<file path="src/rtl/core/ptrfc_pkg.sv">
// ----------------------------------------------------------------------------
// ptrfc_pkg: shared types, codes and tables of the planar tile row converter
// Holds the format and status codes, the row word passed from the front part
// to the back part, the control group from the register block and the
// character tables for pixel and hex text.
// ----------------------------------------------------------------------------
package ptrfc_pkg;

  // Format codes (input_format and output_format registers)
  localparam logic [1:0] FMT_PIXEL = 2'd0;
  localparam logic [1:0] FMT_HEX   = 2'd1;
  localparam logic [1:0] FMT_RAW   = 2'd2;

  // Result status codes
  localparam logic [1:0] STAT_CHAR  = 2'd0;
  localparam logic [1:0] STAT_END   = 2'd1;
  localparam logic [1:0] STAT_EARLY = 2'd2;

  // Register indexes
  localparam logic [1:0] REG_IN_FMT  = 2'd0;
  localparam logic [1:0] REG_OUT_FMT = 2'd1;
  localparam logic [1:0] REG_OFFSET  = 2'd2;

  // Characters
  localparam logic [7:0] CH_SPACE = 8'h20;
  localparam logic [7:0] CH_NL    = 8'h0A;
  localparam logic [7:0] CH_TAB   = 8'h09;
  localparam logic [7:0] CH_CR    = 8'h0D;
  localparam logic [7:0] CH_DASH  = 8'h2D;
  localparam logic [7:0] CH_DOT   = 8'h2E;
  localparam logic [7:0] CH_PLUS  = 8'h2B;
  localparam logic [7:0] CH_STAR  = 8'h2A;
  localparam logic [7:0] CH_HASH  = 8'h23;
  localparam logic [7:0] CH_ZERO  = 8'h30;
  localparam logic [7:0] CH_A     = 8'h41;

  // Row word between front and back queue
  localparam int QUEUE_DEPTH = 2;
  localparam int QPTR_W      = (QUEUE_DEPTH > 1) ? $clog2(QUEUE_DEPTH) : 1;
  localparam int QCNT_W      = $clog2(QUEUE_DEPTH + 1);

  // Longest output burst of one row: eight pixels and two newlines
  localparam int            MAX_CHARS = 10;
  localparam int            CIDX_W    = $clog2(MAX_CHARS);
  localparam logic [CIDX_W-1:0] PIX_NL_IDX  = CIDX_W'(8);
  localparam logic [CIDX_W-1:0] PIX_NL2_IDX = CIDX_W'(9);

  typedef struct packed {
    logic       is_end;    // end of stream marker
    logic       early;     // end came mid-row
    logic [7:0] lo;        // low bit plane
    logic [7:0] hi;        // high bit plane
  } job_t;

  typedef struct packed {
    logic [1:0] in_fmt;
    logic [1:0] out_fmt;
    logic [3:0] line_offset;
    logic       clr_row;   // input_format written: drop partial row
    logic       reload_lc; // line_offset written: reload line counter
    logic [3:0] load_val;  // value written with reload_lc
  } cfg_ctrl_t;

  // Hex digit decode table: ((c | 4400) mod 55), built at elaboration
  typedef logic [255:0][5:0] hex_lut_t;

  function automatic hex_lut_t build_hex_lut();
    hex_lut_t t;
    for (int i = 0; i < 256; i++) begin
      t[i] = 6'((i | 4400) % 55);
    end
    return t;
  endfunction

  localparam hex_lut_t HEX_LUT = build_hex_lut();

  function automatic logic is_skip(logic [7:0] c);
    return (c == CH_SPACE) || (c == CH_NL) || (c == CH_TAB) ||
           (c == CH_CR) || (c == CH_DASH);
  endfunction

  function automatic logic [7:0] hex_char(logic [3:0] n);
    if (n < 4'd10) return CH_ZERO + {4'b0, n};
    else return CH_A + {4'b0, n} - 8'd10;
  endfunction

  function automatic logic [7:0] pix_char(logic [1:0] v);
    logic [7:0] ch;
    case (v)
      2'd0:    ch = CH_DOT;
      2'd1:    ch = CH_PLUS;
      2'd2:    ch = CH_STAR;
      default: ch = CH_HASH;
    endcase
    return ch;
  endfunction

endpackage

</file>
<file path="src/rtl/core/ptrfc_front.sv">
// ----------------------------------------------------------------------------
// ptrfc_front: input word parsing and row assembly
// Decodes pixel, hex or raw input words into the two bit planes of a row and
// pushes each finished row, or an end marker, into the row queue.
// ----------------------------------------------------------------------------
module ptrfc_front
  import ptrfc_pkg::*;
(
  input  logic      clk,
  input  logic      rst_n,
  input  cfg_ctrl_t cfg,
  input  logic      in_valid,
  output logic      in_ready,
  input  logic [7:0] in_char,
  input  logic      in_end,
  input  logic      q_full,
  output logic      q_push,
  output job_t      q_job
);

  logic [2:0] idx_r, idx_nxt;
  logic [7:0] lo_r, lo_nxt;
  logic [7:0] hi_r, hi_nxt;
  logic [3:0] held_r, held_nxt;

  logic       accept;
  logic       skip;
  logic [1:0] pix_v;
  logic [5:0] digit;
  logic [7:0] hex_byte;
  logic       done;
  logic [7:0] row_lo, row_hi;

  assign in_ready = !q_full;
  assign accept   = in_valid && !q_full;
  assign skip     = is_skip(in_char);
  assign digit    = HEX_LUT[in_char];
  assign hex_byte = {held_r, 4'b0000} | {2'b00, digit};

  // Classify the pixel character
  always_comb begin
    if (in_char == CH_DOT)       pix_v = 2'd0;
    else if (in_char == CH_PLUS) pix_v = 2'd1;
    else if (in_char == CH_STAR) pix_v = 2'd2;
    else                         pix_v = 2'd3;
  end

  // Advance the row under assembly
  always_comb begin
    idx_nxt  = idx_r;
    lo_nxt   = lo_r;
    hi_nxt   = hi_r;
    held_nxt = held_r;
    done     = 1'b0;
    row_lo   = lo_r;
    row_hi   = hi_r;
    if (accept && !in_end) begin
      unique case (cfg.in_fmt)
        FMT_PIXEL: begin
          if (!skip) begin
            lo_nxt  = {lo_r[6:0], pix_v[0]};
            hi_nxt  = {hi_r[6:0], pix_v[1]};
            idx_nxt = idx_r + 3'd1;
            row_lo  = lo_nxt;
            row_hi  = hi_nxt;
            done    = (idx_r == 3'd7);
          end
        end
        FMT_HEX: begin
          if (!skip) begin
            case (idx_r[1:0])
              2'd0: begin
                held_nxt = digit[3:0];
                idx_nxt  = 3'd1;
              end
              2'd1: begin
                lo_nxt  = hex_byte;
                idx_nxt = 3'd2;
              end
              2'd2: begin
                held_nxt = digit[3:0];
                idx_nxt  = 3'd3;
              end
              default: begin
                row_hi = hex_byte;
                done   = 1'b1;
              end
            endcase
          end
        end
        FMT_RAW: begin
          if (idx_r == 3'd0) begin
            lo_nxt  = in_char;
            idx_nxt = 3'd1;
          end else begin
            row_hi = in_char;
            done   = 1'b1;
          end
        end
        default: begin
          // unknown input format: ignore the word
        end
      endcase
    end
    // Drop the row state once a row completes, at end of stream or on reformat
    if (done || (accept && in_end) || cfg.clr_row) begin
      idx_nxt  = 3'd0;
      lo_nxt   = 8'h00;
      hi_nxt   = 8'h00;
      held_nxt = 4'h0;
    end
  end

  // Push finished rows (unless output is off) and end markers
  always_comb begin
    q_job.is_end = accept && in_end;
    q_job.early  = (idx_r != 3'd0);
    q_job.lo     = row_lo;
    q_job.hi     = row_hi;
    q_push       = (accept && in_end) ||
                   (done && (cfg.out_fmt == FMT_PIXEL || cfg.out_fmt == FMT_HEX ||
                             cfg.out_fmt == FMT_RAW));
  end

  always_ff @(posedge clk) begin
    if (!rst_n) begin
      idx_r  <= 3'd0;
      lo_r   <= 8'h00;
      hi_r   <= 8'h00;
      held_r <= 4'h0;
    end else begin
      idx_r  <= idx_nxt;
      lo_r   <= lo_nxt;
      hi_r   <= hi_nxt;
      held_r <= held_nxt;
    end
  end

endmodule

</file>
<file path="src/rtl/core/ptrfc_queue.sv">
// ----------------------------------------------------------------------------
// ptrfc_queue: short row queue between front and back
// Holds finished rows and end markers so the parser keeps taking words while
// the emitter works through a burst of output characters.
// ----------------------------------------------------------------------------
module ptrfc_queue
  import ptrfc_pkg::*;
(
  input  logic clk,
  input  logic rst_n,
  input  logic push,
  input  job_t push_job,
  output logic full,
  input  logic pop,
  output logic head_valid,
  output job_t head_job
);

  job_t              entry_r [QUEUE_DEPTH];
  logic [QPTR_W-1:0] wr_ptr_r, wr_ptr_nxt;
  logic [QPTR_W-1:0] rd_ptr_r, rd_ptr_nxt;
  logic [QCNT_W-1:0] cnt_r, cnt_nxt;
  logic              do_push, do_pop;

  assign full       = (cnt_r == QCNT_W'(QUEUE_DEPTH));
  assign head_valid = (cnt_r != '0);
  assign head_job   = entry_r[rd_ptr_r];
  assign do_push    = push && !full;
  assign do_pop     = pop && head_valid;

  // Advance pointers and fill count
  always_comb begin
    wr_ptr_nxt = wr_ptr_r;
    rd_ptr_nxt = rd_ptr_r;
    cnt_nxt    = cnt_r;
    if (do_push) begin
      wr_ptr_nxt = (wr_ptr_r == QPTR_W'(QUEUE_DEPTH - 1)) ? '0 : wr_ptr_r + 1'b1;
    end
    if (do_pop) begin
      rd_ptr_nxt = (rd_ptr_r == QPTR_W'(QUEUE_DEPTH - 1)) ? '0 : rd_ptr_r + 1'b1;
    end
    if (do_push && !do_pop)      cnt_nxt = cnt_r + 1'b1;
    else if (!do_push && do_pop) cnt_nxt = cnt_r - 1'b1;
  end

  always_ff @(posedge clk) begin
    if (do_push) begin
      entry_r[wr_ptr_r] <= push_job;
    end
  end

  always_ff @(posedge clk) begin
    if (!rst_n) begin
      wr_ptr_r <= '0;
      rd_ptr_r <= '0;
      cnt_r    <= '0;
    end else begin
      wr_ptr_r <= wr_ptr_nxt;
      rd_ptr_r <= rd_ptr_nxt;
      cnt_r    <= cnt_nxt;
    end
  end

endmodule

</file>
<file path="src/rtl/core/ptrfc_back.sv">
// ----------------------------------------------------------------------------
// ptrfc_back: row emitter
// Expands the head row of the queue into output characters, one per cycle
// unless stalled, into a registered output; keeps the 4-bit line counter.
// ----------------------------------------------------------------------------
module ptrfc_back
  import ptrfc_pkg::*;
(
  input  logic       clk,
  input  logic       rst_n,
  input  cfg_ctrl_t  cfg,
  input  logic       head_valid,
  input  job_t       head_job,
  output logic       pop,
  output logic       out_valid,
  input  logic       out_ready,
  output logic [7:0] out_char,
  output logic [1:0] out_status,
  output logic       out_last
);

  logic [CIDX_W-1:0] cidx_r, cidx_nxt;
  logic [3:0]        lc_r, lc_nxt;
  logic              ov_r, ov_nxt;
  logic [7:0]        och_r, och_nxt;
  logic [1:0]        ost_r, ost_nxt;
  logic              olast_r, olast_nxt;

  logic       advance;
  logic [3:0] lc_plus;
  logic       emit;
  logic       final_ch;
  logic [7:0] ch;
  logic [1:0] st;
  logic [2:0] bit_sel;

  assign advance = head_valid && (!ov_r || out_ready);
  assign lc_plus = lc_r + 4'd2;
  assign bit_sel = ~cidx_r[2:0];
  assign pop     = advance && final_ch;

  // Pick the character for the current step of the row
  always_comb begin
    emit     = 1'b1;
    final_ch = 1'b0;
    ch       = 8'h00;
    st       = STAT_CHAR;
    if (head_job.is_end) begin
      st       = head_job.early ? STAT_EARLY : STAT_END;
      final_ch = 1'b1;
    end else begin
      unique case (cfg.out_fmt)
        FMT_PIXEL: begin
          if (cidx_r == PIX_NL_IDX) begin
            ch       = CH_NL;
            final_ch = (lc_plus != 4'd0);
          end else if (cidx_r == PIX_NL2_IDX) begin
            ch       = CH_NL;
            final_ch = 1'b1;
          end else begin
            ch = pix_char({head_job.hi[bit_sel], head_job.lo[bit_sel]});
          end
        end
        FMT_HEX: begin
          case (cidx_r)
            CIDX_W'(0): ch = hex_char(head_job.lo[7:4]);
            CIDX_W'(1): ch = hex_char(head_job.lo[3:0]);
            CIDX_W'(2): ch = CH_SPACE;
            CIDX_W'(3): ch = hex_char(head_job.hi[7:4]);
            CIDX_W'(4): ch = hex_char(head_job.hi[3:0]);
            default: begin
              ch       = (lc_plus == 4'd0) ? CH_NL : CH_SPACE;
              final_ch = 1'b1;
            end
          endcase
        end
        FMT_RAW: begin
          if (cidx_r == '0) begin
            ch = head_job.lo;
          end else begin
            ch       = head_job.hi;
            final_ch = 1'b1;
          end
        end
        default: begin
          // output switched off: retire the row silently
          emit     = 1'b0;
          final_ch = 1'b1;
        end
      endcase
    end
  end

  // Step through the row and update the line counter at its end
  always_comb begin
    cidx_nxt = cidx_r;
    lc_nxt   = lc_r;
    if (advance) begin
      if (final_ch) begin
        cidx_nxt = '0;
        if (head_job.is_end) begin
          lc_nxt = cfg.line_offset;
        end else if (cfg.out_fmt == FMT_PIXEL || cfg.out_fmt == FMT_HEX) begin
          lc_nxt = lc_plus;
        end
      end else begin
        cidx_nxt = cidx_r + 1'b1;
      end
    end
    if (cfg.reload_lc) begin
      lc_nxt = cfg.load_val;
    end
  end

  // Load the output register; hold it while the sink stalls
  always_comb begin
    ov_nxt    = ov_r;
    och_nxt   = och_r;
    ost_nxt   = ost_r;
    olast_nxt = olast_r;
    if (!ov_r || out_ready) begin
      ov_nxt    = advance && emit;
      och_nxt   = ch;
      ost_nxt   = st;
      olast_nxt = final_ch;
    end
  end

  always_ff @(posedge clk) begin
    if (!rst_n) begin
      cidx_r <= '0;
      lc_r   <= 4'd0;
      ov_r   <= 1'b0;
    end else begin
      cidx_r <= cidx_nxt;
      lc_r   <= lc_nxt;
      ov_r   <= ov_nxt;
    end
  end

  always_ff @(posedge clk) begin
    och_r   <= och_nxt;
    ost_r   <= ost_nxt;
    olast_r <= olast_nxt;
  end

  assign out_valid  = ov_r;
  assign out_char   = och_r;
  assign out_status = ost_r;
  assign out_last   = olast_r;

endmodule

</file>
<file path="src/rtl/core/planar_tile_row_format_converter.sv">
// ----------------------------------------------------------------------------
// planar_tile_row_format_converter: 2bpp planar tile row format converter
// Parses a byte stream of pixel characters, hex text or raw bytes into tile
// rows and writes each row back out as pixel characters, hex text or bytes.
// ----------------------------------------------------------------------------
//  channel  direction  payload
//  in_      sink       tdata[7:0] in_char, tlast end_of_input
//  out_     source     tdata[7:0] out_char, tuser[1:0] status, tlast last
//  cfg_     APB slave  0x0 input_format, 0x4 output_format, 0x8 line_offset
//
//  An input word is taken every cycle while the two-entry row queue has room.
//  The emitter sends one character per cycle unless out_tready stalls it:
//  rows are 2 (raw), 6 (hex) or 9 to 10 (pixel) chars, end markers one word.
//  Reset is synchronous, active low; no clearing pass is needed.
//  A stalled output holds its register; the queue then fills and in_tready
//  drops until the emitter retires a row.
// ----------------------------------------------------------------------------
module planar_tile_row_format_converter
  import ptrfc_pkg::*;
(
  input  logic        clk,
  input  logic        rst_n,
  input  logic        in_tvalid,
  output logic        in_tready,
  input  logic [7:0]  in_tdata,   // [7:0] in_char
  input  logic        in_tlast,   // end_of_input
  output logic        out_tvalid,
  input  logic        out_tready,
  output logic [7:0]  out_tdata,  // [7:0] out_char
  output logic [1:0]  out_tuser,  // [1:0] status
  output logic        out_tlast,  // last
  input  logic        cfg_psel,
  input  logic        cfg_penable,
  input  logic        cfg_pwrite,
  input  logic [3:0]  cfg_paddr,
  input  logic [31:0] cfg_pwdata,
  output logic [31:0] cfg_prdata,
  output logic        cfg_pready
);

  logic [1:0] in_fmt_r, in_fmt_nxt;
  logic [1:0] out_fmt_r, out_fmt_nxt;
  logic [3:0] offset_r, offset_nxt;
  logic       wr_en;
  logic [1:0] reg_idx;
  cfg_ctrl_t  cfg;

  logic q_push, q_full, q_pop, q_head_valid;
  job_t q_in_job, q_head_job;

  assign cfg_pready = 1'b1;
  assign wr_en      = cfg_psel && cfg_penable && cfg_pwrite && cfg_pready;
  assign reg_idx    = cfg_paddr[3:2];

  // Decode register writes
  always_comb begin
    in_fmt_nxt    = in_fmt_r;
    out_fmt_nxt   = out_fmt_r;
    offset_nxt    = offset_r;
    cfg.clr_row   = 1'b0;
    cfg.reload_lc = 1'b0;
    if (wr_en) begin
      unique case (reg_idx)
        REG_IN_FMT: begin
          in_fmt_nxt  = cfg_pwdata[1:0];
          cfg.clr_row = 1'b1;
        end
        REG_OUT_FMT: out_fmt_nxt = cfg_pwdata[1:0];
        REG_OFFSET: begin
          offset_nxt    = cfg_pwdata[3:0];
          cfg.reload_lc = 1'b1;
        end
        default: begin
          // no register here
        end
      endcase
    end
    cfg.in_fmt      = in_fmt_r;
    cfg.out_fmt     = out_fmt_r;
    cfg.line_offset = offset_r;
    cfg.load_val    = cfg_pwdata[3:0];
  end

  // Read back
  always_comb begin
    unique case (reg_idx)
      REG_IN_FMT:  cfg_prdata = {30'd0, in_fmt_r};
      REG_OUT_FMT: cfg_prdata = {30'd0, out_fmt_r};
      REG_OFFSET:  cfg_prdata = {28'd0, offset_r};
      default:     cfg_prdata = 32'd0;
    endcase
  end

  always_ff @(posedge clk) begin
    if (!rst_n) begin
      in_fmt_r  <= FMT_PIXEL;
      out_fmt_r <= FMT_PIXEL;
      offset_r  <= 4'd0;
    end else begin
      in_fmt_r  <= in_fmt_nxt;
      out_fmt_r <= out_fmt_nxt;
      offset_r  <= offset_nxt;
    end
  end

  ptrfc_front u_front (
    .clk      (clk),
    .rst_n    (rst_n),
    .cfg      (cfg),
    .in_valid (in_tvalid),
    .in_ready (in_tready),
    .in_char  (in_tdata),
    .in_end   (in_tlast),
    .q_full   (q_full),
    .q_push   (q_push),
    .q_job    (q_in_job)
  );

  ptrfc_queue u_queue (
    .clk        (clk),
    .rst_n      (rst_n),
    .push       (q_push),
    .push_job   (q_in_job),
    .full       (q_full),
    .pop        (q_pop),
    .head_valid (q_head_valid),
    .head_job   (q_head_job)
  );

  ptrfc_back u_back (
    .clk        (clk),
    .rst_n      (rst_n),
    .cfg        (cfg),
    .head_valid (q_head_valid),
    .head_job   (q_head_job),
    .pop        (q_pop),
    .out_valid  (out_tvalid),
    .out_ready  (out_tready),
    .out_char   (out_tdata),
    .out_status (out_tuser),
    .out_last   (out_tlast)
  );

endmodule

</file>
<file path="config.mk">
export PLATFORM = sky130hd
export DESIGN_NAME = planar_tile_row_format_converter
export DESIGN_NICKNAME = d
export VERILOG_FILES = /design/src/rtl/core/ptrfc_pkg.sv /design/src/rtl/core/ptrfc_front.sv /design/src/rtl/core/ptrfc_queue.sv /design/src/rtl/core/ptrfc_back.sv /design/src/rtl/core/planar_tile_row_format_converter.sv
export SDC_FILE = /design/constraint.sdc
export NUM_CORES = 1
export LEC_CHECK = 0
export ABC_AREA = 0
export ABC_CLOCK_PERIOD_IN_PS = 3600
export BUFFER_PORTS_ARGS = -buffer_cell sky130_fd_sc_hd__buf_2
export CORE_ASPECT_RATIO = 2
export CORE_MARGIN = 3
export CORE_UTILIZATION = 30
export DETAILED_ROUTE_END_ITERATION = 10
export PLACE_DENSITY = 0.44
export SYNTH_ARGS = -nofsm -noshare
export SYNTH_HDL_FRONTEND = slang
export SYNTH_HIERARCHICAL = 1
export SYNTH_SLANG_ARGS = --single-unit
export TNS_END_PERCENT = 50
</file>
<file path="constraint.sdc">
create_clock -name clk -period 3.6 [get_ports clk]
set_input_delay 0.36 -clock clk [delete_from_list [all_inputs] [get_ports clk]]
set_output_delay 0.36 -clock clk [all_outputs]
set_load 0.05 [all_outputs]
</file>
After elaboration in Yosys (flattened, before gate mapping)
Memory sizes are Yosys's and may differ from the RTL's. A register that Yosys moved wholly into a read port is not among the register bits.
Cells that the tools add are included.
{"block": "word_totals", "memories": 2, "ff_bits": 55, "inputBits": 52, "romBits": 1536, "mem_bits_rw": 36, "elab_cells": 205}
{"block": "classes", "mux": 70, "eq_ne": 31, "n_addsub": 19, "reduce_logical": 57, "bitwise": 4, "order_cmp": 6}
{"name": "(name not given)", "words": 256, "width": 6, "rd": 1, "rd_ports_with_merged_regs": 0, "write_ports": 0, "line": "ptrfc_front.sv:37", "text": "assign digit = HEX_LUT[in_char];"}
{"name": "u_queue.entry_r", "words": 2, "width": 18, "rd": 1, "rd_ports_with_merged_regs": 1, "write_ports": 1, "line": "ptrfc_queue.sv:19", "text": "job_t entry_r [QUEUE_DEPTH];"}
{"op": "two-way mux 8 bit", "n": 18}
{"op": "one-hot mux 8 bit (3 select lines)", "n": 3}
{"op": "equality test 8 x 6 -> 1 bit (second input constant)", "n": 5}
{"op": "one-hot mux 8 bit (5 select lines)", "n": 1}
{"op": "adder 7 x 4 -> 8 bit (first input constant)", "n": 4}
{"op": "subtractor 8 x 4 -> 8 bit (second input constant)", "n": 4}
{"op": "adder 6 x 4 -> 7 bit (first input constant)", "n": 4}
{"op": "equality test 8 x 4 -> 1 bit (second input constant)", "n": 3}
{"op": "two-way mux 4 bit", "n": 6}
{"op": "one-hot mux 4 bit (3 select lines)", "n": 2}
{"op": "two-way mux 1 bit", "n": 23}
{"op": "one-hot mux 3 bit (3 select lines)", "n": 2}
{"op": "less-than comparator 4 bit (second input constant)", "n": 4}
{"op": "logical AND 1 bit", "n": 13}
{"op": "equality test 2 bit (second input constant)", "n": 6}
{"op": "two-way mux 2 bit", "n": 6}
{"op": "two-way mux 6 bit", "n": 2}
{"op": "equality test 2 x 1 -> 1 bit (second input constant)", "n": 5}
{"op": "zero test 2 bit", "n": 5}
{"op": "logical OR 1 bit", "n": 10}
{"op": "less-than comparator 8 x 9 -> 1 bit (second input constant)", "n": 1}
{"op": "two-way mux 3 bit", "n": 3}
{"op": "nonzero test 3 bit", "n": 3}
{"op": "equality test 4 x 2 -> 1 bit (second input constant)", "n": 2}
{"op": "32 further kinds", "n": 52}

Longest topological paths before layout
Gate-level depths: netlist of the first run.
{"block": "logic_depth", "depth_word": 15, "ltp_mapped": 13, "depth_no_buf": 13}

By module
The synthesis of the first run kept the hierarchy.
{"module": "ptrfc_front", "instances": 1, "cells_each": 295, "area_each_um2": 2154.6}
{"module": "ptrfc_back", "instances": 1, "cells_each": 243, "area_each_um2": 1953.1}
{"module": "ptrfc_queue", "instances": 1, "cells_each": 81, "area_each_um2": 1532.7}
{"module": "planar_tile_row_format_converter", "instances": 1, "cells_each": 76, "area_each_um2": 645.6}

Worst setup path after synthesis of the first run
Ideal clock, no wire load.
{"block": "synth_timing", "path_kind": "register to register", "from": "register u_back.cidx_r[0]", "to": "register u_queue.cnt_r[1]", "path_stages_with_launch": 13, "period_less_slack_ps": 2929, "t_required_ps": 3530, "slack_ps": 671, "n_path_buf": 2, "t_arrival_ps": 2859, "path_cell_list": "dfxtp_1 clkbuf_1 inv_1 ha_1 buf_2 or4b_1 a21o_1 a221oi_4 nor2_1 o21ai_1 ha_1 or3_1 a21boi_1"}
{"block": "synth_between", "elab_chain_cells": 10, "elab_cells_between_ends": 21, "classes_between": "eq/ne (6); mux (7); reduce/logical (8)"}
{"item": "start: declaration", "line": "ptrfc_back.sv:22", "text": "logic [CIDX_W-1:0] cidx_r, cidx_nxt;"}
{"item": "start signal: assignment", "line": "ptrfc_back.sv:135", "text": "cidx_r <= cidx_nxt;"}
{"item": "equality test 4 x 2 -> 1 bit, or another cell as far along", "line": "ptrfc_back.sv:65", "text": "case (cidx_r)"}
{"item": "OR reduction 5 bit (no source line) / two-way mux 1 bit (equally long branches)"}
{"item": "two-way mux 1 bit (on tied branches)", "line": "ptrfc_back.sv:65, ptrfc_back.sv:54"}
{"item": "one-hot mux 1 bit (3 select lines) (*)", "line": "ptrfc_back.sv:52", "text": "unique case (cfg.out_fmt)"}
{"item": "two-way mux 1 bit (*)", "line": "ptrfc_back.sv:48", "text": "if (head_job.is_end) begin"}
{"item": "logical AND 1 bit (*)", "line": "ptrfc_back.sv:40", "text": "assign pop = advance && final_ch;"}
{"item": "net q_pop", "line": "planar_tile_row_format_converter.sv:48", "text": "logic q_push, q_full, q_pop, q_head_valid;"}
{"item": "logical AND 1 bit (*)", "line": "ptrfc_queue.sv:29", "text": "assign do_pop = pop && head_valid;"}
{"item": "zero test 1 bit", "line": "ptrfc_queue.sv:42", "text": "if (do_push && !do_pop) cnt_nxt = cnt_r + 1'b1;"}
{"item": "logical AND 1 bit", "line": "ptrfc_queue.sv:42"}
{"item": "two-way mux 2 bit / nonzero test 2 bit (equally long branches)"}
{"item": "end signal: assignment", "line": "ptrfc_queue.sv:60", "text": "cnt_r <= cnt_nxt;"}
{"item": "end: declaration", "line": "ptrfc_queue.sv:22", "text": "logic [QCNT_W-1:0] cnt_r, cnt_nxt;"}
The timed path passes the listed nets; every way through them passes the cells marked *.
A chain may end at the register's enable or synchronous reset.

Worst setup path after layout of the first run
{"block": "layout_timing", "from": "register u_back.cidx_r[1]", "to": "register u_queue.cnt_r[1]"}
Same word-level chain as after synthesis.

==> results.txt, run 1 <==
----------------------------------------------------
[Global route]
  Antenna violations before repair ... 0
  GRT Overall Usage ... 16.2%
  First-pass GRT wire length ... 28,500 um
  Maximum number of pins on one net before global-route repair ... 27
  Via count of the first global-routing pass ... 5,295
  Grt total ovfl ... 0

[STA]
  Worst-case clock skew ... 0.00629 ns
  Post-route fraction of the period consumed by the critical path ... 80.7%
  Setup violation total in the final timing report ... 0
  Slew at the pin closest to its max-slew limit ... 0.804 ns
  Total Negative Setup Slacks ... 0 ns
  RSZ-0062 raised after global routing ... false
  Setup ws final ... 0.693 ns
  Top achievable clock speed ... 344 MHz
  Min cycle time layout ... 2.91 ns
  Slew Viols, Final ... 0
  Slew HR ... 46.4%
  Total count of hold-check failures in the final report ... 0

[CTS]
  Clock sink count ... 92
  Clock Tree Root ... sky130_fd_sc_hd__clkbuf_16
  CTS H-tree depth ... 3
  Total clock buffers created by CTS ... 9
  Clock insertion delay at the later pin of the skew report ... 0.34 ns
  Post-CTS clock slew at the launch and capture registers of the worst setup and hold paths ... 0.07 ns
  Postcts setup bufs ... 0
  Clock tree from TritonCTS ... built
  Worst-case clock buffer depth ... 2
  Post-CTS Resized ... 0
  CTS hold repair buffers ... 0

[Yosys]
  FFs w/ async S/R, synth ... 0%
  Most used flip-flop cell after synthesis ... sky130_fd_sc_hd__edfxtp_1
  Post-synth top area share ... 22.5%
  Synthesized area per cell ... 9.04 um^2
  Ys Warns ... 6
  Instance count of the mapped netlist ... 695
  Area of the mapped netlist ... 6290 um^2
  Count of flip-flops with a built-in enable after synthesis ... 47
  Post-synthesis register bit count ... 92
  Cell variety after synth ... 82
  Sequential area share after synthesis ... 36.8%
  Post-synthesis cell type with the largest combined area ... sky130_fd_sc_hd__edfxtp_1
  Ranking of synthesized cells by area ... sky130_fd_sc_hd__edfxtp_1 22%, sky130_fd_sc_hd__dfxtp_1 14%, sky130_fd_sc_hd__nand2_1 6.0%

[Floorplan]
  Area enclosed by the die boundary ... 22,800 um^2
  Starting density of the core ... 30.6%
  Number of core rows ... 74
  Top-level I/O count ... 98
  Overall die height ... 211 um
  Area of the core ... 20,600 um^2
  X dimension of the die ... 108 um

[Layout]
  Synth-to-layout area growth ... 10.2%
  Fill cell count ... 2,187
  Number of nets in the finished design ... 799
  Proportion of layout cells with a drive suffix above 1 ... 16.7%
  Most common cell after layout, fill and taps aside ... sky130_fd_sc_hd__nand2_1
  Number of antenna repair diodes ... 0
  Commonest non-fill, non-tap cells in the layout ... 100 x sky130_fd_sc_hd__nand2_1, 48 x sky130_fd_sc_hd__a21oi_1, 47 x sky130_fd_sc_hd__edfxtp_1

[Critical path]
  Critical Path Start Type ... flip-flop
  CP arrival ... 3.18 ns
  Critical path start-end classification ... flip-flop to flip-flop
  Setup crit end kind ... flip-flop
  CP Data Required Time ... 3.87 ns
  Highest net fanout along the worst path ... 9

[Routing]
  Via-to-Cell Ratio ... 5.25
  Detailed router's first-iteration violation count ... 255
  Total Routed Length ... 18,100 um
  Vias ... 5,198
  Final routed wire length divided by cell count ... 18.3 um
  Router iterations before antenna repair ... 5
  Number of nets with antenna violations after detailed routing ... 0
  Residual DRC count ... 0

[Placement]
  Worst-case setup slack after placement ... 0.527 ns
  Placed wire-length estimate after detailed placement ... 14,300 um
  Final weighted congestion in routability-driven placement ... 0.907
  Port Buf Inserts ... 38

[Status]
  Status ... finished clean

[Pwr]
  Cell Pwr Density ... 466 nW/um^2
  Leak ... 2.69 nW
  Maximum ir drop on the vdd rail ... 0.200 mV

[Hold path]
  Worst hold-check path type ... input pin to flip-flop

[Flow run]
  Max Cap Violations ... 0

----------------------------------------------------
[routing by layer]
layer	GRT usage [%]	wire, um
met1	15.5	6020
met2	31.4	10300
met3	1.74	682
met4	10.9	1110
met5	0	0
[stage by stage]
step                power (mW)  instances  cell area, um^2  hold slack (ns)  util [%]
finish                    3.23        991             6930            0.273      33.7
global route              3.40        991             6930            0.290      33.7
CTS                       3.26        991             6930            0.263      33.7
detailed placement        2.29        975             6630            0.456      32.3
global placement          2.28        975             6630            0.446      32.3
floorplan                 2.06        722             6390            0.437         -
[synthesized netlist by cell type, types with 8 or more instances]
library cell,count
sky130_fd_sc_hd__nor2b_1,16
sky130_fd_sc_hd__nand2_1,100
sky130_fd_sc_hd__mux2i_1,24
sky130_fd_sc_hd__buf_2,13
sky130_fd_sc_hd__buf_4,31
sky130_fd_sc_hd__clkbuf_1,21
sky130_fd_sc_hd__nand3_1,12
sky130_fd_sc_hd__mux2_2,21
sky130_fd_sc_hd__nand2b_1,8
sky130_fd_sc_hd__o22ai_1,8
sky130_fd_sc_hd__a21oi_1,48
sky130_fd_sc_hd__ha_1,27
sky130_fd_sc_hd__o21ai_0,34
sky130_fd_sc_hd__inv_1,31
sky130_fd_sc_hd__xnor2_1,10
sky130_fd_sc_hd__nor2_1,27
sky130_fd_sc_hd__nor3_1,9
sky130_fd_sc_hd__edfxtp_1,47
sky130_fd_sc_hd__dfxtp_1,45
sky130_fd_sc_hd__and2_1,10
[critical path, stage by stage, from the launching register on]
cell and delay [ns]:
sky130_fd_sc_hd__dfxtp_1 0.36, sky130_fd_sc_hd__inv_1 0.15, sky130_fd_sc_hd__ha_1 0.37, sky130_fd_sc_hd__or4b_1 0.48, sky130_fd_sc_hd__a21o_1 0.22, sky130_fd_sc_hd__a221oi_4 0.22, sky130_fd_sc_hd__nor2_1 0.10, sky130_fd_sc_hd__o21ai_1 0.15
sky130_fd_sc_hd__ha_1 0.31, sky130_fd_sc_hd__or3_1 0.36, sky130_fd_sc_hd__a21boi_1 0.14
[registers in the layout, summed over array words and instances, names as in the netlist, 2 cells and up, named ones only]
name               flops
u_front/idx_r          3
u_queue/cnt_r          2
in_fmt_r               2
u_front/lo_r           8
u_back/lc_r            4
out_fmt_r              2
u_front/held_r         4
u_back/out_char        8
u_back/cidx_r          4
u_back/out_status      2
u_queue/entry_r       36
offset_r               4
u_front/hi_r           8
[path summary, 6_finish.rpt]
kind | start | end | slack [ns] | depth (start not counted)
worst max register to register | u_back/cidx_r[1] | u_queue/cnt_r[1] | 0.69 | 10
worst max-delay path | u_back/cidx_r[1] | u_queue/cnt_r[1] | 0.69 | 10
worst min-delay path | cfg_pwdata[2] | offset_r[2] | 0.27 | 3
worst min register to register | u_front/hi_r[7] | u_front/hi_r[7] | 0.48 | 2
[kinds of logic (layout without fill, tap and decap cells)]
group                    Yosys count  count (layout)  share of synthesized area, %
AO/OA/AOI/OAI                    182             182                          19.9
XOR/XNOR                          13              13                          1.81
adder cells (fa/ha/maj)           27              27                          5.37
buffers and inverters            101             104                          8.42
flip-flops                        92              92                          36.8
multiplexers                      48              48                          8.66
other                              2              29                         0.119
AND/OR/NAND/NOR                  230             230                          18.9
[final cells by class]
cell class | instances | area, um^2 | area share [%]
Timing Repair Buffer | 54 | 310 | 4.48
Tap cell | 266 | 333 | 4.81
Clock buffer | 10 | 229 | 3.31
Sequential cell | 92 | 2310 | 33.4
Inverter | 34 | 130 | 1.88
Multi-Input combinational cell | 529 | 3550 | 51.2
Clock inverter | 6 | 65.1 | 0.939
[power by group]
group	switching [mW]	total, mW	leakage (nW)	internal (mW)
Combinational	0.700	1.02	1.73	0.320
Sequential	0.0435	1.25	0.824	1.20
Clock	0.424	0.962	0.132	0.538
Note: power is estimated with default switching activity, not from simulation.
==> run 2: changes to the inputs <==
Settings changed: ABC_AREA 0 to 1, ABC_CLOCK_PERIOD_IN_PS 3600 to 2400, PLACE_DENSITY 0.44 to 0.45.
Clock period 3.6 ns to 2.4 ns, I/O delays scaled along.
==> run 2 against run 1 <==
Effect of this change:
- cell count up 35%
- global-route usage up 0.58 points
- combinational power up 86%
- core utilization up 2.1 points
- maximum frequency up 33%
- hold slack worse by 0.079 ns
- critical path depth up 5
- worst setup slack worse by 0.48 ns
- first-iteration DRC count down 1.2%
- final area up 14%
- synthesized area up 8.0%
- non-clock buffer count up 46
- critical endpoint unchanged
==> results.txt, run 2 <==
----------------------------------------------------
[Floorplan]
  Overall die height ... 219 um (+3.8%)
  Starting density of the core ... 30.6% (+0.050 points)
  Top-level I/O count ... 98 (unchanged)
  X dimension of the die ... 112 um (+3.7%)
  Area of the core ... 22,200 um^2 (+7.8%)
  Area enclosed by the die boundary ... 24,600 um^2 (+7.6%)
  Number of core rows ... 77 (+4.1%)

[CTS]
  Clock tree from TritonCTS ... built
  CTS H-tree depth ... 3 (unchanged)
  Clock Tree Root ... sky130_fd_sc_hd__clkbuf_16
  Clock sink count ... 92 (unchanged)
  Post-CTS clock slew at the launch and capture registers of the worst setup and hold paths ... 0.08 ns (about the same)
  Total clock buffers created by CTS ... 9 (unchanged)
  Clock insertion delay at the later pin of the skew report ... 0.36 ns (+0.02 ns)
  Worst-case clock buffer depth ... 2 (unchanged)
  CTS hold repair buffers ... 0 (unchanged)

[Yosys]
  Cell with the most instances after synthesis ... sky130_fd_sc_hd__nand2_1
  Compound-Gate Fraction of Synth Area ... 9.25% (-11 points)
  Post-synth top area share ... 20.8% (-1.7 points)
  Ranking of synthesized cells by area ... sky130_fd_sc_hd__edfxtp_1 21%, sky130_fd_sc_hd__nand2_1 15%, sky130_fd_sc_hd__dfxtp_1 13%
  Instance count of the mapped netlist ... 971 (+40%)
  Post-synthesis register bit count ... 92 (unchanged)
  Sequential area share after synthesis ... 34.1% (-2.7 points)
  Top cell types by occurrence after synthesis ... 271 x sky130_fd_sc_hd__nand2_1, 122 x sky130_fd_sc_hd__nor2_1, 109 x sky130_fd_sc_hd__inv_1, 103 x sky130_fd_sc_hd__nand3_1, 51 x sky130_fd_sc_hd__o21ai_0
  Parity-gate share of the synthesized area counting xor and xnor cells ... 0.387% (-1.4 points)
  Count of flip-flops with a built-in enable after synthesis ... 47 (unchanged)
  Synthesized area per cell ... 6.99 um^2 (-23%)
  Post-synthesis cell type with the largest combined area ... sky130_fd_sc_hd__edfxtp_1
  Combinational family with the most area after synthesis ... simple AND/OR/NAND/NOR gates
  Mux share of post-synthesis cell area ... 3.54% (-5.1 points)
  Most used flip-flop cell after synthesis ... sky130_fd_sc_hd__edfxtp_1
  Cell variety after synth ... 48 (-41%)
  Area of the mapped netlist ... 6790 um^2 (+8.0%)
  Simple-gate share of the synthesized area ... 35.2% (+16 points)
  FFs w/ async S/R, synth ... 0% (unchanged)
  Ys Warns ... 6 (unchanged)
  Synthesized-area fraction occupied by adder cells ... 4.98% (-0.40 points)

[STA]
  Slew Viols, Final ... 0 (unchanged)
  Worst-case clock skew ... 0.0139 ns (+0.00765 ns)
  Top achievable clock speed ... 458 MHz (+33%)
  Total Negative Setup Slacks ... 0 ns (unchanged)
  Post-route fraction of the period consumed by the critical path ... 91.1% (+10 points)
  Total count of hold-check failures in the final report ... 0 (unchanged)
  Min cycle time layout ... 2.19 ns (-0.721 ns)
  Setup violation total in the final timing report ... 0 (unchanged)
  Slew HR ... 55.6% (+9.2 points)
  Slew at the pin closest to its max-slew limit ... 0.665 ns (-0.139 ns)

[Critical path]
  CP arrival ... 2.49 ns (-0.69 ns)
  Setup crit end kind ... flip-flop
  Critical Path Start Type ... flip-flop
  Highest net fanout along the worst path ... 4 (-5)
  CP Data Required Time ... 2.70 ns (-1.17 ns)
  Critical path start-end classification ... flip-flop to flip-flop

[Routing]
  Vias ... 6,256 (+20%)
  Residual DRC count ... 0 (unchanged)
  Final routed wire length divided by cell count ... 15.4 um (-16%)
  Number of nets with antenna violations after detailed routing ... 0 (unchanged)
  Total Routed Length ... 20,600 um (+14%)
  Detailed router's first-iteration violation count ... 252 (-1.2%)
  Router iterations before antenna repair ... 5 (unchanged)
  Via-to-Cell Ratio ... 4.68 (-11%)

[Layout]
  Fill cell count ... 2,454 (+12%)
  Biggest register ... u_queue/entry_r
  Commonest non-fill, non-tap cells in the layout ... 269 x sky130_fd_sc_hd__nand2_1, 119 x sky130_fd_sc_hd__nor2_1, 107 x sky130_fd_sc_hd__inv_1
  Number of antenna repair diodes ... 0 (unchanged)
  Number of nets in the finished design ... 1,134 (+42%)
  Most common cell after layout, fill and taps aside ... sky130_fd_sc_hd__nand2_1
  Layout Utilization ... 35.8% (+2.1 points)
  Proportion of layout cells with a drive suffix above 1 ... 17.8% (+1.1 points)
  Final design area excluding fillers ... 7930 um^2 (+14%)
  Flip-flop count of the largest register after layout ... 36 (unchanged)
  Non-filler instance count after layout ... 1,336 (+35%)
  Synth-to-layout area growth ... 16.8%

[Global route]
  Via count of the first global-routing pass ... 6,215 (+17%)
  First-pass GRT wire length ... 31,900 um (+12%)
  Maximum number of pins on one net before global-route repair ... 22 (-19%)
  GRT Overall Usage ... 16.8% (+0.58 points)
  Grt total ovfl ... 0 (unchanged)
  Antenna violations before repair ... 0 (unchanged)

[Pwr]
  Cell Pwr Density ... 679 nW/um^2 (+46%)
  Leak ... 3.68 nW (+37%)
  Overall power ... 5.38 mW (+67%)
  Maximum ir drop on the vdd rail ... 0.296 mV (+48%)

[Placement]
  Port Buf Inserts ... 38 (unchanged)
  Placed wire-length estimate after detailed placement ... 16,900 um (+19%)
  Cells after DPL ... 1,319 (+35%)
  Placed Area ... 7550 um^2 (+14%)
  Final weighted congestion in routability-driven placement ... 0.925 (+2.1%)

[Status]
  Status ... finished clean

[Flow run]
  Max Cap Violations ... 0 (unchanged)

[Hold path]
  Worst hold-check path type ... input pin to flip-flop

----------------------------------------------------
[run 2: cell count changes after synthesis, sizes merged, moves of 9 or more]
| cell | previous run | this run |
|---|---|---|
| a21oi | 49 | 40 |
| clkbuf | 21 | 10 |
| nand2 | 102 | 280 |
| nor2b | 17 | 0 |
| inv | 33 | 112 |
| xnor2 | 10 | 1 |
| mux2i | 24 | 0 |
| nor2 | 27 | 141 |
| nor3 | 13 | 3 |
| o21ai | 39 | 55 |
| nand3 | 12 | 107 |
[run 2: metal layers]
metal | part of all wire, % | global-route usage, % | vias to the layer above
met5 | 0 | 0 | -
met4 | 6.8 | 12.0 | 0
met3 | 1.9 | 1.94 | 57
met2 | 58 | 34.0 | 113
met1 | 33 | 14.7 | 2843
li1 | - | - | 3243
[run 2: layout make-up]
cell class,instances,area [um^2],share of cell area (%)
Clock inverter,7,104,1.31
Multi-Input combinational cell,736,3780,47.6
Tap cell,276,345,4.36
Timing Repair Buffer,100,722,9.11
Sequential cell,92,2310,29.2
Inverter,116,443,5.59
Clock buffer,9,225,2.84
[run 2: final timing paths]
path                         start  slack (ns)          endpoint  cells past startpoint
setup / recovery  u_back/cidx_r[0]        0.21  u_queue/cnt_r[1]                     15
hold / removal       cfg_pwdata[0]        0.19    u_back/lc_r[0]                      3
setup reg to reg  u_back/cidx_r[0]        0.21  u_queue/cnt_r[1]                     15
hold reg to reg        offset_r[0]        0.50       offset_r[0]                      2
[run 2: worst max-delay path, stage by stage, from the launching register on]
cell and delay (ns):
sky130_fd_sc_hd__dfxtp_2 0.36, sky130_fd_sc_hd__clkinv_1 0.10, sky130_fd_sc_hd__ha_1 0.23, sky130_fd_sc_hd__o21ai_2 0.18
sky130_fd_sc_hd__nand4_1 0.19, sky130_fd_sc_hd__nand3_2 0.14, sky130_fd_sc_hd__nand2_2 0.08, sky130_fd_sc_hd__inv_2 0.07
sky130_fd_sc_hd__o21a_1 0.13, sky130_fd_sc_hd__inv_1 0.05, sky130_fd_sc_hd__ha_1 0.29, sky130_fd_sc_hd__inv_1 0.08
sky130_fd_sc_hd__nand3_1 0.07, sky130_fd_sc_hd__nand2_1 0.06, sky130_fd_sc_hd__inv_1 0.04, sky130_fd_sc_hd__nor2_1 0.08
[run 2: cells by family (layout without fill, tap and decap cells)]
group | Yosys count | in the layout
simple gates | 544 | 544
buf+inv | 170 | 232
compound gates | 115 | 115
flops | 92 | 92
fa+ha+maj | 27 | 27
mux | 18 | 18
xor+xnor | 3 | 3
other cells | 2 | 29
[run 2: repair_timing]
item	CTS	global route
pin swaps	0	1
setup endpoints to repair	2	6
setup buffers	0	1
resized for setup	1	13
[run 2: power by group]
part	leakage, nW	internal (mW)	switching [mW]
combinational	2.69	0.618	1.28
sequential	0.829	1.82	0.0733
clock	0.155	0.928	0.664
[run 2: through the flow]
step	hold WS (ns)	setup slack, ns
floorplan	0.361	-0.101
global placement	0.479	-0.0654
detailed placement	0.489	-0.0659
CTS	0.191	0.00837
global route	0.207	-0.0169
finish	0.194	0.214
==> run 3: changes to the inputs <==
Settings changed: ABC_AREA 1 to not set.
==> run 3 against run 2 <==
Effect of this change:
- the run now ends with negative setup slack left
- worst setup slack got worse by 0.23 ns
- sequential share of layout area rose by 1.0 points
- final area fell by 3.0%
- global-route usage barely moved
- register-to-register slack got worse by 0.23 ns
- critical path type unchanged
- critical endpoint unchanged
==> results.txt, run 3 (synthesized netlist as in run 1, its figures left out) <==
----------------------------------------------------
[Layout]
  Most common cell after layout, fill and taps aside ... sky130_fd_sc_hd__nand2_1
  Non-filler instance count after layout ... 1,070 (-20%)
  Flip-flop count of the largest register after layout ... 36 (unchanged)
  Biggest register ... u_queue/entry_r
  Number of nets in the finished design ... 878 (-23%)
  Area occupied by multi-input gates ... 3650 um^2 (-3.3%)
  Sequential cell area ... 2320 um^2 (+0.38%)
  Number of antenna repair diodes ... 0 (unchanged)
  Synth-to-layout area growth ... 22.3%
  Fill cell count ... 2,162 (-12%)
  Layout Utilization ... 37.4% (+1.6 points)
  Proportion of layout cells with a drive suffix above 1 ... 28.0% (+10 points)
  Commonest non-fill, non-tap cells in the layout ... 99 x sky130_fd_sc_hd__nand2_1, 89 x sky130_fd_sc_hd__buf_4, 48 x sky130_fd_sc_hd__a21oi_1

[STA]
  Post-route fraction of the period consumed by the critical path ... 101% (+9.5 points)
  RSZ-0062 raised after global routing ... true
  Setup violation total in the final timing report ... 1 (+1)
  Total count of hold-check failures in the final report ... 0 (unchanged)
  Top achievable clock speed ... 414 MHz (-9.5%)
  Slew HR ... 59.8% (+4.2 points)
  Total Negative Setup Slacks ... -0.0144 ns (-0.0144 ns)
  Slew at the pin closest to its max-slew limit ... 0.603 ns (-0.0618 ns)
  Slew Viols, Final ... 0 (unchanged)
  Tightest hold margin ... 0.150 ns (-0.0447 ns)
  Setup ws final ... -0.0144 ns (-0.229 ns)
  Min cycle time layout ... 2.41 ns (+0.229 ns)
  Worst-case clock skew ... 0.00876 ns (-0.00518 ns)

[Critical path]
  Critical Path Start Type ... flip-flop
  CP Data Required Time ... 2.68 ns (-0.02 ns)
  R2r worst-path depth ... 10 (-5)
  Peak per-stage delay on the critical path ... 0.44 ns (+0.08 ns)
  Critical path start-end classification ... flip-flop to flip-flop
  CP arrival ... 2.69 ns (+0.20 ns)
  Highest net fanout along the worst path ... 4 (unchanged)
  Cell breakdown of the critical path ... inv_4 -> ha_4 -> or4b_1 -> a21o_1 -> a221oi_4 -> nor2_1 -> o21ai_1 -> ha_1 -> or3_1 -> a21boi_1
  Setup crit end kind ... flip-flop
  R2r setup slk ... -0.01 ns (-0.23 ns)
  Reg2Reg Capture Point ... u_queue/cnt_r[1]
  R2r startpoint ... u_back/cidx_r[0]
  Worst-path cell with the longest stage delay ... sky130_fd_sc_hd__or4b_1

[Flow run]
  Max Cap Violations ... 0 (unchanged)

[Hold path]
  HP Start ... cfg_pwdata[2]
  Worst hold stages ... 3 (unchanged)
  Worst hold-check path type ... input pin to flip-flop
  End of the worst hold path ... u_back/lc_r[2]

[CTS]
  Worst-case clock buffer depth ... 2 (unchanged)
  Clock Tree Root ... sky130_fd_sc_hd__clkbuf_16
  CTS hold repair buffers ... 0 (unchanged)
  CTS H-tree depth ... 3 (unchanged)
  Clock tree from TritonCTS ... built
  Clock insertion delay at the later pin of the skew report ... 0.35 ns (about the same)
  Total clock buffers created by CTS ... 9 (unchanged)
  Clock sink count ... 92 (unchanged)
  Post-CTS clock slew at the launch and capture registers of the worst setup and hold paths ... 0.07 ns (about the same)

[Routing]
  Number of nets with antenna violations after detailed routing ... 0 (unchanged)
  Vias ... 5,541 (-11%)
  Via-to-Cell Ratio ... 5.18 (+11%)
  Final routed wire length divided by cell count ... 17.6 um (+14%)
  Residual DRC count ... 0 (unchanged)
  Router iterations before antenna repair ... 4 (-1)
  Total Routed Length ... 18,800 um (-8.7%)
  Detailed router's first-iteration violation count ... 281 (+12%)

[Global route]
  Grt total ovfl ... 0 (unchanged)
  First-pass GRT wire length ... 29,600 um (-7.4%)
  Antenna violations before repair ... 0 (unchanged)
  Via count of the first global-routing pass ... 5,626 (-9.5%)
  GRT Overall Usage ... 16.8% (-0.038 points)
  Maximum number of pins on one net before global-route repair ... 26 (+18%)

[Pwr]
  Maximum ir drop on the vdd rail ... 0.323 mV (+9.3%)
  Cell Pwr Density ... 670 nW/um^2 (-1.3%)
  Leak ... 3.12 nW (-15%)
  Overall power ... 5.15 mW (-4.3%)

[Floorplan]
  Number of core rows ... 74 (-3.9%)
  Overall die height ... 211 um (-3.7%)
  Starting density of the core ... 30.6% (-0.050 points)
  Area enclosed by the die boundary ... 22,800 um^2 (-7.1%)
  X dimension of the die ... 108 um (-3.6%)
  Top-level I/O count ... 98 (unchanged)
  Area of the core ... 20,600 um^2 (-7.2%)

[Placement]
  Placed wire-length estimate after detailed placement ... 15,000 um (-11%)
  Final weighted congestion in routability-driven placement ... 0.919 (-0.75%)
  Cells after DPL ... 1,042 (-21%)
  Port Buf Inserts ... 38 (unchanged)

[Status]
  Violations in the final reports ... negative setup slack
  Status ... finished, violations left

----------------------------------------------------
-- run 3: changes by cell type in the layout (fill, tap and decap cells not counted), moves of 15 or more --
cell,change
sky130_fd_sc_hd__nand2_1,-170
sky130_fd_sc_hd__nor2b_1,+15
sky130_fd_sc_hd__nor2_1,-94
sky130_fd_sc_hd__o21ai_0,-18
sky130_fd_sc_hd__nand3_1,-89
sky130_fd_sc_hd__mux2i_1,+24
sky130_fd_sc_hd__buf_4,+33
sky130_fd_sc_hd__inv_1,-78
-- run 3: worst max-delay path by stage --
stage / from / end / slack, ns / cells after the start
2_1_floorplan: u_back/cidx_r[0] / u_queue/cnt_r[1] / -0.29 / 12
3_3_place_gp: in_tdata[0] / u_queue/cnt_r[1] / -0.07 / 13
3_5_place_dp: in_tdata[0] / u_queue/cnt_r[1] / -0.09 / 13
4_1_cts: u_back/cidx_r[0] / u_queue/cnt_r[1] / -0.05 / 10
5_1_grt: u_back/cidx_r[0] / u_queue/cnt_r[1] / -0.16 / 10
6_report: u_back/cidx_r[0] / u_queue/cnt_r[1] / -0.01 / 10
-- run 3: stage by stage --
stage | setup WS, ns | instance area (um^2)
6_report | -0.0144 | 7690
5_1_grt | -0.157 | 7690
2_1_floorplan | -0.287 | 6440
4_1_cts | -0.0465 | 7570
3_3_place_gp | -0.0697 | 7200
3_5_place_dp | -0.0927 | 7200
-- run 3: layer usage --
layer,vias up,GRT usage (%),wire (um)
met5,-,0,0
met4,0,10.2,1080
met3,53,1.87,570
met2,155,33.6,10900
met1,2664,15.5,6200
li1,2669,-,-
-- run 3: area by class of cell --
cell class,instances,area share (%)
inverter,34,1.79
multi-input combinational,529,47.5
tap,266,4.33
clock inverter,7,0.879
timing repair buffer,133,12.4
clock buffer,9,2.93
sequential,92,30.2
-- run 3: timing repair --
action,4_1_cts,5_1_grt
endpoints found under the setup margin,3,16
setup buffers,8,6
pin swaps,4,7
gates resized for setup,4,24
-- run 3: power breakdown --
part | internal, mW | switching (mW)
Sequential | 1.81 | 0.0578
Combinational | 0.713 | 1.15
Clock | 0.733 | 0.688
Total | 3.25 | 1.90
-- run 3: worst max-delay path, delay by kind of cell, from the launching register on --
| family | cells | cell delay [ns] |
|---|---|---|
| adder cells (fa/ha/maj) | 2 | 0.42 |
| AND/OR/NAND/NOR | 3 | 0.88 |
| AO/OA/AOI/OAI | 4 | 0.62 |
| flip-flops | 1 | 0.36 |
| buffers and inverters | 1 | 0.07 |
